`src/rtl/brsp_pkg.sv`:
```
// Shared types, constants and arithmetic helpers of the regularised Bingham stress point.
`default_nettype none
package brsp_pkg;

	localparam int NLANE = 6;

	// flow mode codes (the fourth code behaves as spatial flow)
	localparam logic [1:0] MODE_PLANE  = 2'd0;
	localparam logic [1:0] MODE_AXISYM = 2'd1;

	// configuration register indexes
	localparam logic [1:0] REG_BASE_VISC = 2'd0;
	localparam logic [1:0] REG_YIELD     = 2'd1;
	localparam logic [1:0] REG_GROWTH    = 2'd2;

	localparam logic [30:0] MAX31     = 31'h7fff_ffff;
	localparam logic [30:0] ONE_Q30   = 31'h4000_0000;
	localparam logic [30:0] LOG2E_Q30 = 31'd1549082005;

	// partial remainder and root of the digit-by-digit square root
	typedef struct packed {
		logic [33:0] rem;
		logic [31:0] root;
	} sqrt_acc_t;

	// one root bit of the square root, from the next pair of radicand bits
	function automatic sqrt_acc_t sqrt_step(input sqrt_acc_t a, input logic [1:0] pair);
		logic [35:0] t;
		logic [35:0] trial;
		sqrt_acc_t   r;
		t     = {a.rem, pair};
		trial = {2'b00, a.root, 2'b01};
		if (t >= trial) begin
			r.rem  = 34'(t - trial);
			r.root = {a.root[30:0], 1'b1};
		end else begin
			r.rem  = t[33:0];
			r.root = {a.root[30:0], 1'b0};
		end
		return r;
	endfunction

	// floor square root, used for elaboration-time tables
	function automatic logic [31:0] isqrt64(input logic [63:0] v);
		sqrt_acc_t   a;
		logic [63:0] w;
		a = '0;
		w = v;
		for (int i = 0; i < 32; i++) begin
			a = sqrt_step(a, w[63:62]);
			w = {w[61:0], 2'b00};
		end
		return a.root;
	endfunction

	// factor 2^(-2^-j) in Q2.30, built by repeated square roots
	function automatic logic [31:0] exp_coeff(input int j);
		logic [31:0] t;
		t = isqrt64(64'd1 << 59);
		for (int i = 1; i < j; i++)
			t = isqrt64({2'b00, t, 30'b0});
		return t;
	endfunction

	// magnitude of a two's complement word, 0 .. 2^31
	function automatic logic [31:0] mag32(input logic [31:0] r);
		return r[31] ? 32'(-r) : r;
	endfunction

endpackage
`default_nettype wire

```
`src/rtl/brsp_sqrt.sv`:
```
// Pipelined floor square root of a 64-bit value, two digits per stage.
`default_nettype none
module brsp_sqrt import brsp_pkg::*; #(
	parameter int SIDE_W = 1
) (
	input  logic              clk,
	input  logic              arst_n,
	input  logic              en,
	input  logic              in_valid,
	input  logic [63:0]       in_rad,
	input  logic [SIDE_W-1:0] in_side,
	output logic              out_valid,
	output logic [31:0]       out_root,
	output logic [SIDE_W-1:0] out_side
);

	localparam int PER = 2;
	localparam int NST = 32 / PER;

	logic              vld_s  [NST];
	sqrt_acc_t         acc_s  [NST];
	logic [63:0]       rad_s  [NST];
	logic [SIDE_W-1:0] side_s [NST];

	genvar k;
	generate
		for (k = 0; k < NST; k++) begin : g_st
			logic              pv;
			sqrt_acc_t         pa;
			logic [63:0]       pr;
			logic [SIDE_W-1:0] ps;
			sqrt_acc_t         acc_c;
			logic [63:0]       rad_c;

			if (k == 0) begin : g_in
				assign pv = in_valid;
				assign pa = '0;
				assign pr = in_rad;
				assign ps = in_side;
			end else begin : g_prev
				assign pv = vld_s[k-1];
				assign pa = acc_s[k-1];
				assign pr = rad_s[k-1];
				assign ps = side_s[k-1];
			end

			// take two digits of the radicand
			always_comb begin
				acc_c = pa;
				rad_c = pr;
				for (int i = 0; i < PER; i++) begin
					acc_c = sqrt_step(acc_c, rad_c[63:62]);
					rad_c = {rad_c[61:0], 2'b00};
				end
			end

			always_ff @(posedge clk or negedge arst_n) begin
				if (!arst_n)
					vld_s[k] <= 1'b0;
				else if (en)
					vld_s[k] <= pv;
			end

			always_ff @(posedge clk) begin
				if (en) begin
					acc_s[k]  <= acc_c;
					rad_s[k]  <= rad_c;
					side_s[k] <= ps;
				end
			end
		end
	endgenerate

	assign out_valid = vld_s[NST-1];
	assign out_root  = acc_s[NST-1].root;
	assign out_side  = side_s[NST-1];

endmodule
`default_nettype wire

```
`config.mk`:
```
export PLATFORM = sky130hd
export DESIGN_NAME = brsp_sqrt
export DESIGN_NICKNAME = d
export VERILOG_FILES = /design/src/rtl/brsp_pkg.sv /design/src/rtl/brsp_sqrt.sv
export SDC_FILE = /design/constraint.sdc
export NUM_CORES = 2
export LEC_CHECK = 0
export BUFFER_PORTS_ARGS = -buffer_cell sky130_fd_sc_hd__buf_2
export CAP_MARGIN = 20
export CORE_ASPECT_RATIO = 0.8
export CORE_MARGIN = 2
export CORE_UTILIZATION = 25
export DETAILED_ROUTE_END_ITERATION = 8
export GPL_ROUTABILITY_DRIVEN = 0
export PLACE_DENSITY = 0.49
export SYNTH_ARGS = -nofsm -noshare
export SYNTH_HDL_FRONTEND = slang
export SYNTH_SLANG_ARGS = --single-unit
```
`constraint.sdc`:
```
create_clock -name clk -period 19.97 [get_ports clk]
set_clock_uncertainty 0.1 [all_clocks]
set_input_delay 3.994 -clock clk [delete_from_list [all_inputs] [get_ports clk]]
set_output_delay 3.994 -clock clk [all_outputs]
set_load 0.01 [all_outputs]
```
# After elaboration in Yosys (flattened, before gate mapping)
# Memory sizes are Yosys's and may differ from the RTL's.
# Cells that the tools add are included.
[totals]
ff_bits = 16
word_cells = 117
out_inout_bits = 34
ram_bits = 2032
n_memories = 3
[memory_table]
columns = ["memory", "words", "width", "rd", "rd_ports_with_merged_regs", "wr", "line", "text"]
rows = [
  ["acc_s", 16, 66, 16, 0, 16, "brsp_sqrt.sv:21", "sqrt_acc_t acc_s [NST];"],
  ["rad_s", 16, 60, 15, 0, 16, "brsp_sqrt.sv:22", "logic [63:0] rad_s [NST];"],
  ["side_s", 16, 1, 16, 0, 16, "brsp_sqrt.sv:23", "logic [SIDE_W-1:0] side_s [NST];"],
]
[classes]
order_cmp = 32
muxes = 34
add_sub_neg = 32
[op_table]
columns = ["cell", "n"]
rows = [
  ["66-bit 2-to-1 mux", 32],
  ["36-bit by 34-bit greater-or-equal comparator with 1-bit output", 31],
  ["34-bit subtractor", 31],
  ["2-bit by 1-bit subtractor with 3-bit output (second input constant)", 1],
  ["2-bit by 1-bit greater-or-equal comparator with 1-bit output (second input constant)", 1],
  ["1-bit 2-to-1 mux", 2],
]

# Longest topological paths before layout
# An unclocked memory read counts as a cell.
[logic_depth]
word_depth = 5
depth_mapped = 30

# Worst setup path after synthesis
# OpenSTA, ideal clock, no wires.
[synth_path]
path_kind = "reg-to-reg"
from = "memory acc_s[1][372] (netlist bit)"
to = "memory acc_s[1][451] (netlist bit), data pin"
path_stages_with_launch = 29
setup_slack_ps = 13576
period_less_slack_ps = 6394
path_buffers = 6
required_ps = 19600
t_arrival_ps = 6024
path_cell_list = "edfxtp_1 -> ha_1 -> nand4_1 -> or3_1 -> clkbuf_1 -> inv_1 -> o31ai_1 -> and2_1 -> a21o_1 -> o211ai_1 -> clkbuf_1 -> clkbuf_1 -> mux2_2 -> ha_1 -> clkbuf_1 -> a2111oi_0 -> nand2_1 -> o211ai_1 -> nor3_1 -> a21oi_1 -> nand4_1 -> nor2b_1 -> a21oi_1 -> nor2_1 -> a2111o_1 -> clkbuf_1 -> clkbuf_1 -> nor2_1 -> a21oi_1"
[synth_rtl]
columns = ["item", "line"]
rows = [
  ["start, declared", "brsp_sqrt.sv:21"],
]

==> flow_summary.ini <==
[synth]
ys_types = 112
ys_warn_count = 0
yosysTopAreaCell = edfxtp_1
synthTopCellsByArea = edfxtp_1, ha_1, xnor2_1, a21oi_1, nor2_1
synth.avg_cell_area_um2 = 10.2
synth_area_um2 = 82300
ys_ff_latch = 1271
synth_edf_count = 1255
synth-async-reset-ratio = 0.0126
postSynthCellCount = 8085
ys_seq_area_frac = 0.463
yosysTopAreaCellShare = 0.458
synth_top_flop_cell = edfxtp_1

[floorplanning]
dieArea_um2 = 334000
fp.dieH_um = 517
die_w_um = 645
start_util = 0.251
ios = 103
placeableCoreArea_um2 = 328000
row_count = 188

[place]
portBuffers = 102
dp_cells = 12400
place_ws_ns = 11.55
hpwl_um = 170000
dpl_cell_area_um2 = 87600

[sta]
drv_slew = 0
setup_ws_ns = 12.31
layout_worst_path_cycle_share = 0.384
relSlewSlack = 0.273
fin_crit_ns = 7.66
grt_setup_unrepaired = no
timing.fmax_ghz = 0.130
final-hold-violation-count = 0
hold_ws_ns = 0.293
setup-tns-final_ns = 0
setup_violations = 0
worst_pin_slew_ns = 1.08

[global_routing]
grt_max_degree = 144
grt_usage = 0.128
grt_pass1_wl_um = 342000
antenna_found_initial = 9
grt_overflow = 0
grt_pass1_vias = 58700

[pwr]
seq_power_share = 0.331
p_int_mw = 7.31
power_frac_clock = 0.232
vdd_drop_max_mv = 0.0666
switching_power_mw = 4.56
combPwrFrac = 0.437
power_mw = 11.9
p_sw_frac = 0.384
p_leak_nw = 35.3
power_density_nw_per_um2 = 128

[worst_setup_path]
cpMostUsedCell = nand2_1
crit_arrival_ns = 8.09
required_ns = 20.40
cp_max_fo = 23
worstSetupPathType = flop to flop
crit_slowest_cell = o311a_1
crit_chain = inv_1, ha_1, nor2b_1, o21ai_0, a21o_1, a21oi_1, o21ai_1, nand2_1, inv_1, o31ai_1, ha_1, nand2_1, nand2_1, nor3b_1, a21oi_1, nand3_1, o21ai_0, nor2_1, o311a_1, nand3b_1, or2_2, a311o_1
critical-path-top-delay-family = compound AO/OA/AOI/OAI gates
start_kind = flop
worstSetupEndpointType = flop
critical-path-max-stage-delay_ns = 0.74
path_buf_inv = 2
rrSetupSlack_ns = 12.31

[clocking]
cts_setup_buffers = 0
clk_pin_slew_ns = 0.06
hold_buffers = 0
post_cts_resized = 0
cts_tree = yes
clkLatencyLatePin_ns = 0.85
cts_buffers = 154
clk_path_buf_depth = 4
cts_root_buffer = clkbuf_16
cts.sinks = 1271
ctsHtreeMaxLevel = 4

[layout]
drive_above_1_share = 0.0747
nets = 8773
fin_area_um2 = 92500
utilization = 0.282
syn2layout_area_growth_pct = 12.4
stdcell_count = 12600

[route]
viasPerCell = 4.91
drcViolationCount = 0
dr.pass1.iters = 9
drt-total-wl_um = 221000
num_vias = 62100
ant_nets = 0
wl_per_cell_um = 17.5
drt_iter0_drc = 5611

[flow_run]
cap_violations = 0

[outcome]
status = completed

[hold_path]
min_path_type = flop to flop
-- area by class of cell --
type,instances,area [um2]
Clock buffer,173,3970
Inverter,489,1840
Antenna cell,6,15.0
Sequential cell,1271,38100
Clock inverter,94,883
Timing Repair Buffer,154,926
Multi-Input combinational cell,6076,41300
Fill cell,33900,235000
Tap cell,4370,5470
-- flip-flops by register name, indices dropped and copies added (netlist names) --
name       count
rad_s        480
acc_s        759
out_valid      1
side_s        16
g_st.pv       15
-- placed cells by master (no fill, tap or decap), drive strengths merged, types with 154 or more instances in the layout --
cell type / count
edfxtp: 1255
nor2: 669
nand2: 618
a21oi: 618
ha: 558
inv: 496
xnor2: 488
o21ai: 420
a21o: 285
xor2: 276
nor3: 205
nand3: 201
clkbuf: 173
buf: 154
-- final timing paths --
check / startpoint / to / cells after the start
max reg2reg: acc_s[0][264] / acc_s[0][385] / 22
min in group asynchronous: arst_n / g_st[13].pv / 1
min reg2reg: rad_s[0][232] / rad_s[0][296] / 0
max: acc_s[0][264] / acc_s[0][385] / 22
max in group asynchronous: arst_n / g_st[11].pv / 1
min: rad_s[0][232] / rad_s[0][296] / 0
-- synthesized netlist by cell type, drive strengths merged (69+ instances only) --
master,n
edfxtp,1255
nor2,669
a21oi,618
nand2,618
ha,558
xnor2,488
inv,486
o21ai,420
a21o,285
xor2,276
nor3,205
nand3,201
clkbuf,173
nand4,126
nand2b,117
mux2,116
nor4,106
o21a,91
nor2b,88
buf,78
or3,75
and3,73
and2,69
-- power groups by stage --
stage               sequential [mW]  clock (mW)  combinational [mW]
CTS                            3.93        2.87                5.13
finish                         3.93        2.75                5.19
floorplan                      3.79           0                3.91
global route                   3.98        2.96                5.75
detailed placement             3.98           0                5.09
global placement               3.98           0                5.03
-- layer usage --
metal	track usage	routed length (um)	vias to the layer above
met4	0.0333	5450	2
met5	0	13	-
met1	0.191	110000	29800
li1	-	-	30100
met3	0.0226	14600	317
met2	0.189	91400	1858
-- cell families after synthesis --
group | Yosys count | share of synthesized area
adder cells (fa/ha/maj) | 558 | 0.0848
flip-flops | 1271 | 0.463
XOR/XNOR | 764 | 0.0814
AND/OR/NAND/NOR | 2614 | 0.160
other | 1 | 0.0000456
multiplexers | 137 | 0.0185
AO/OA/AOI/OAI | 2000 | 0.157
buffers and inverters | 740 | 0.0356
-- worst register-to-register path, delay by kind of cell (launching register included) --
kind	cells	cell delay [ns]
compound gates	9	3.39
buf+inv	2	0.61
flops	1	0.39
simple gates	9	2.15
fa+ha+maj	2	0.72
No activity file was read; power rests on OpenSTA's default activity.
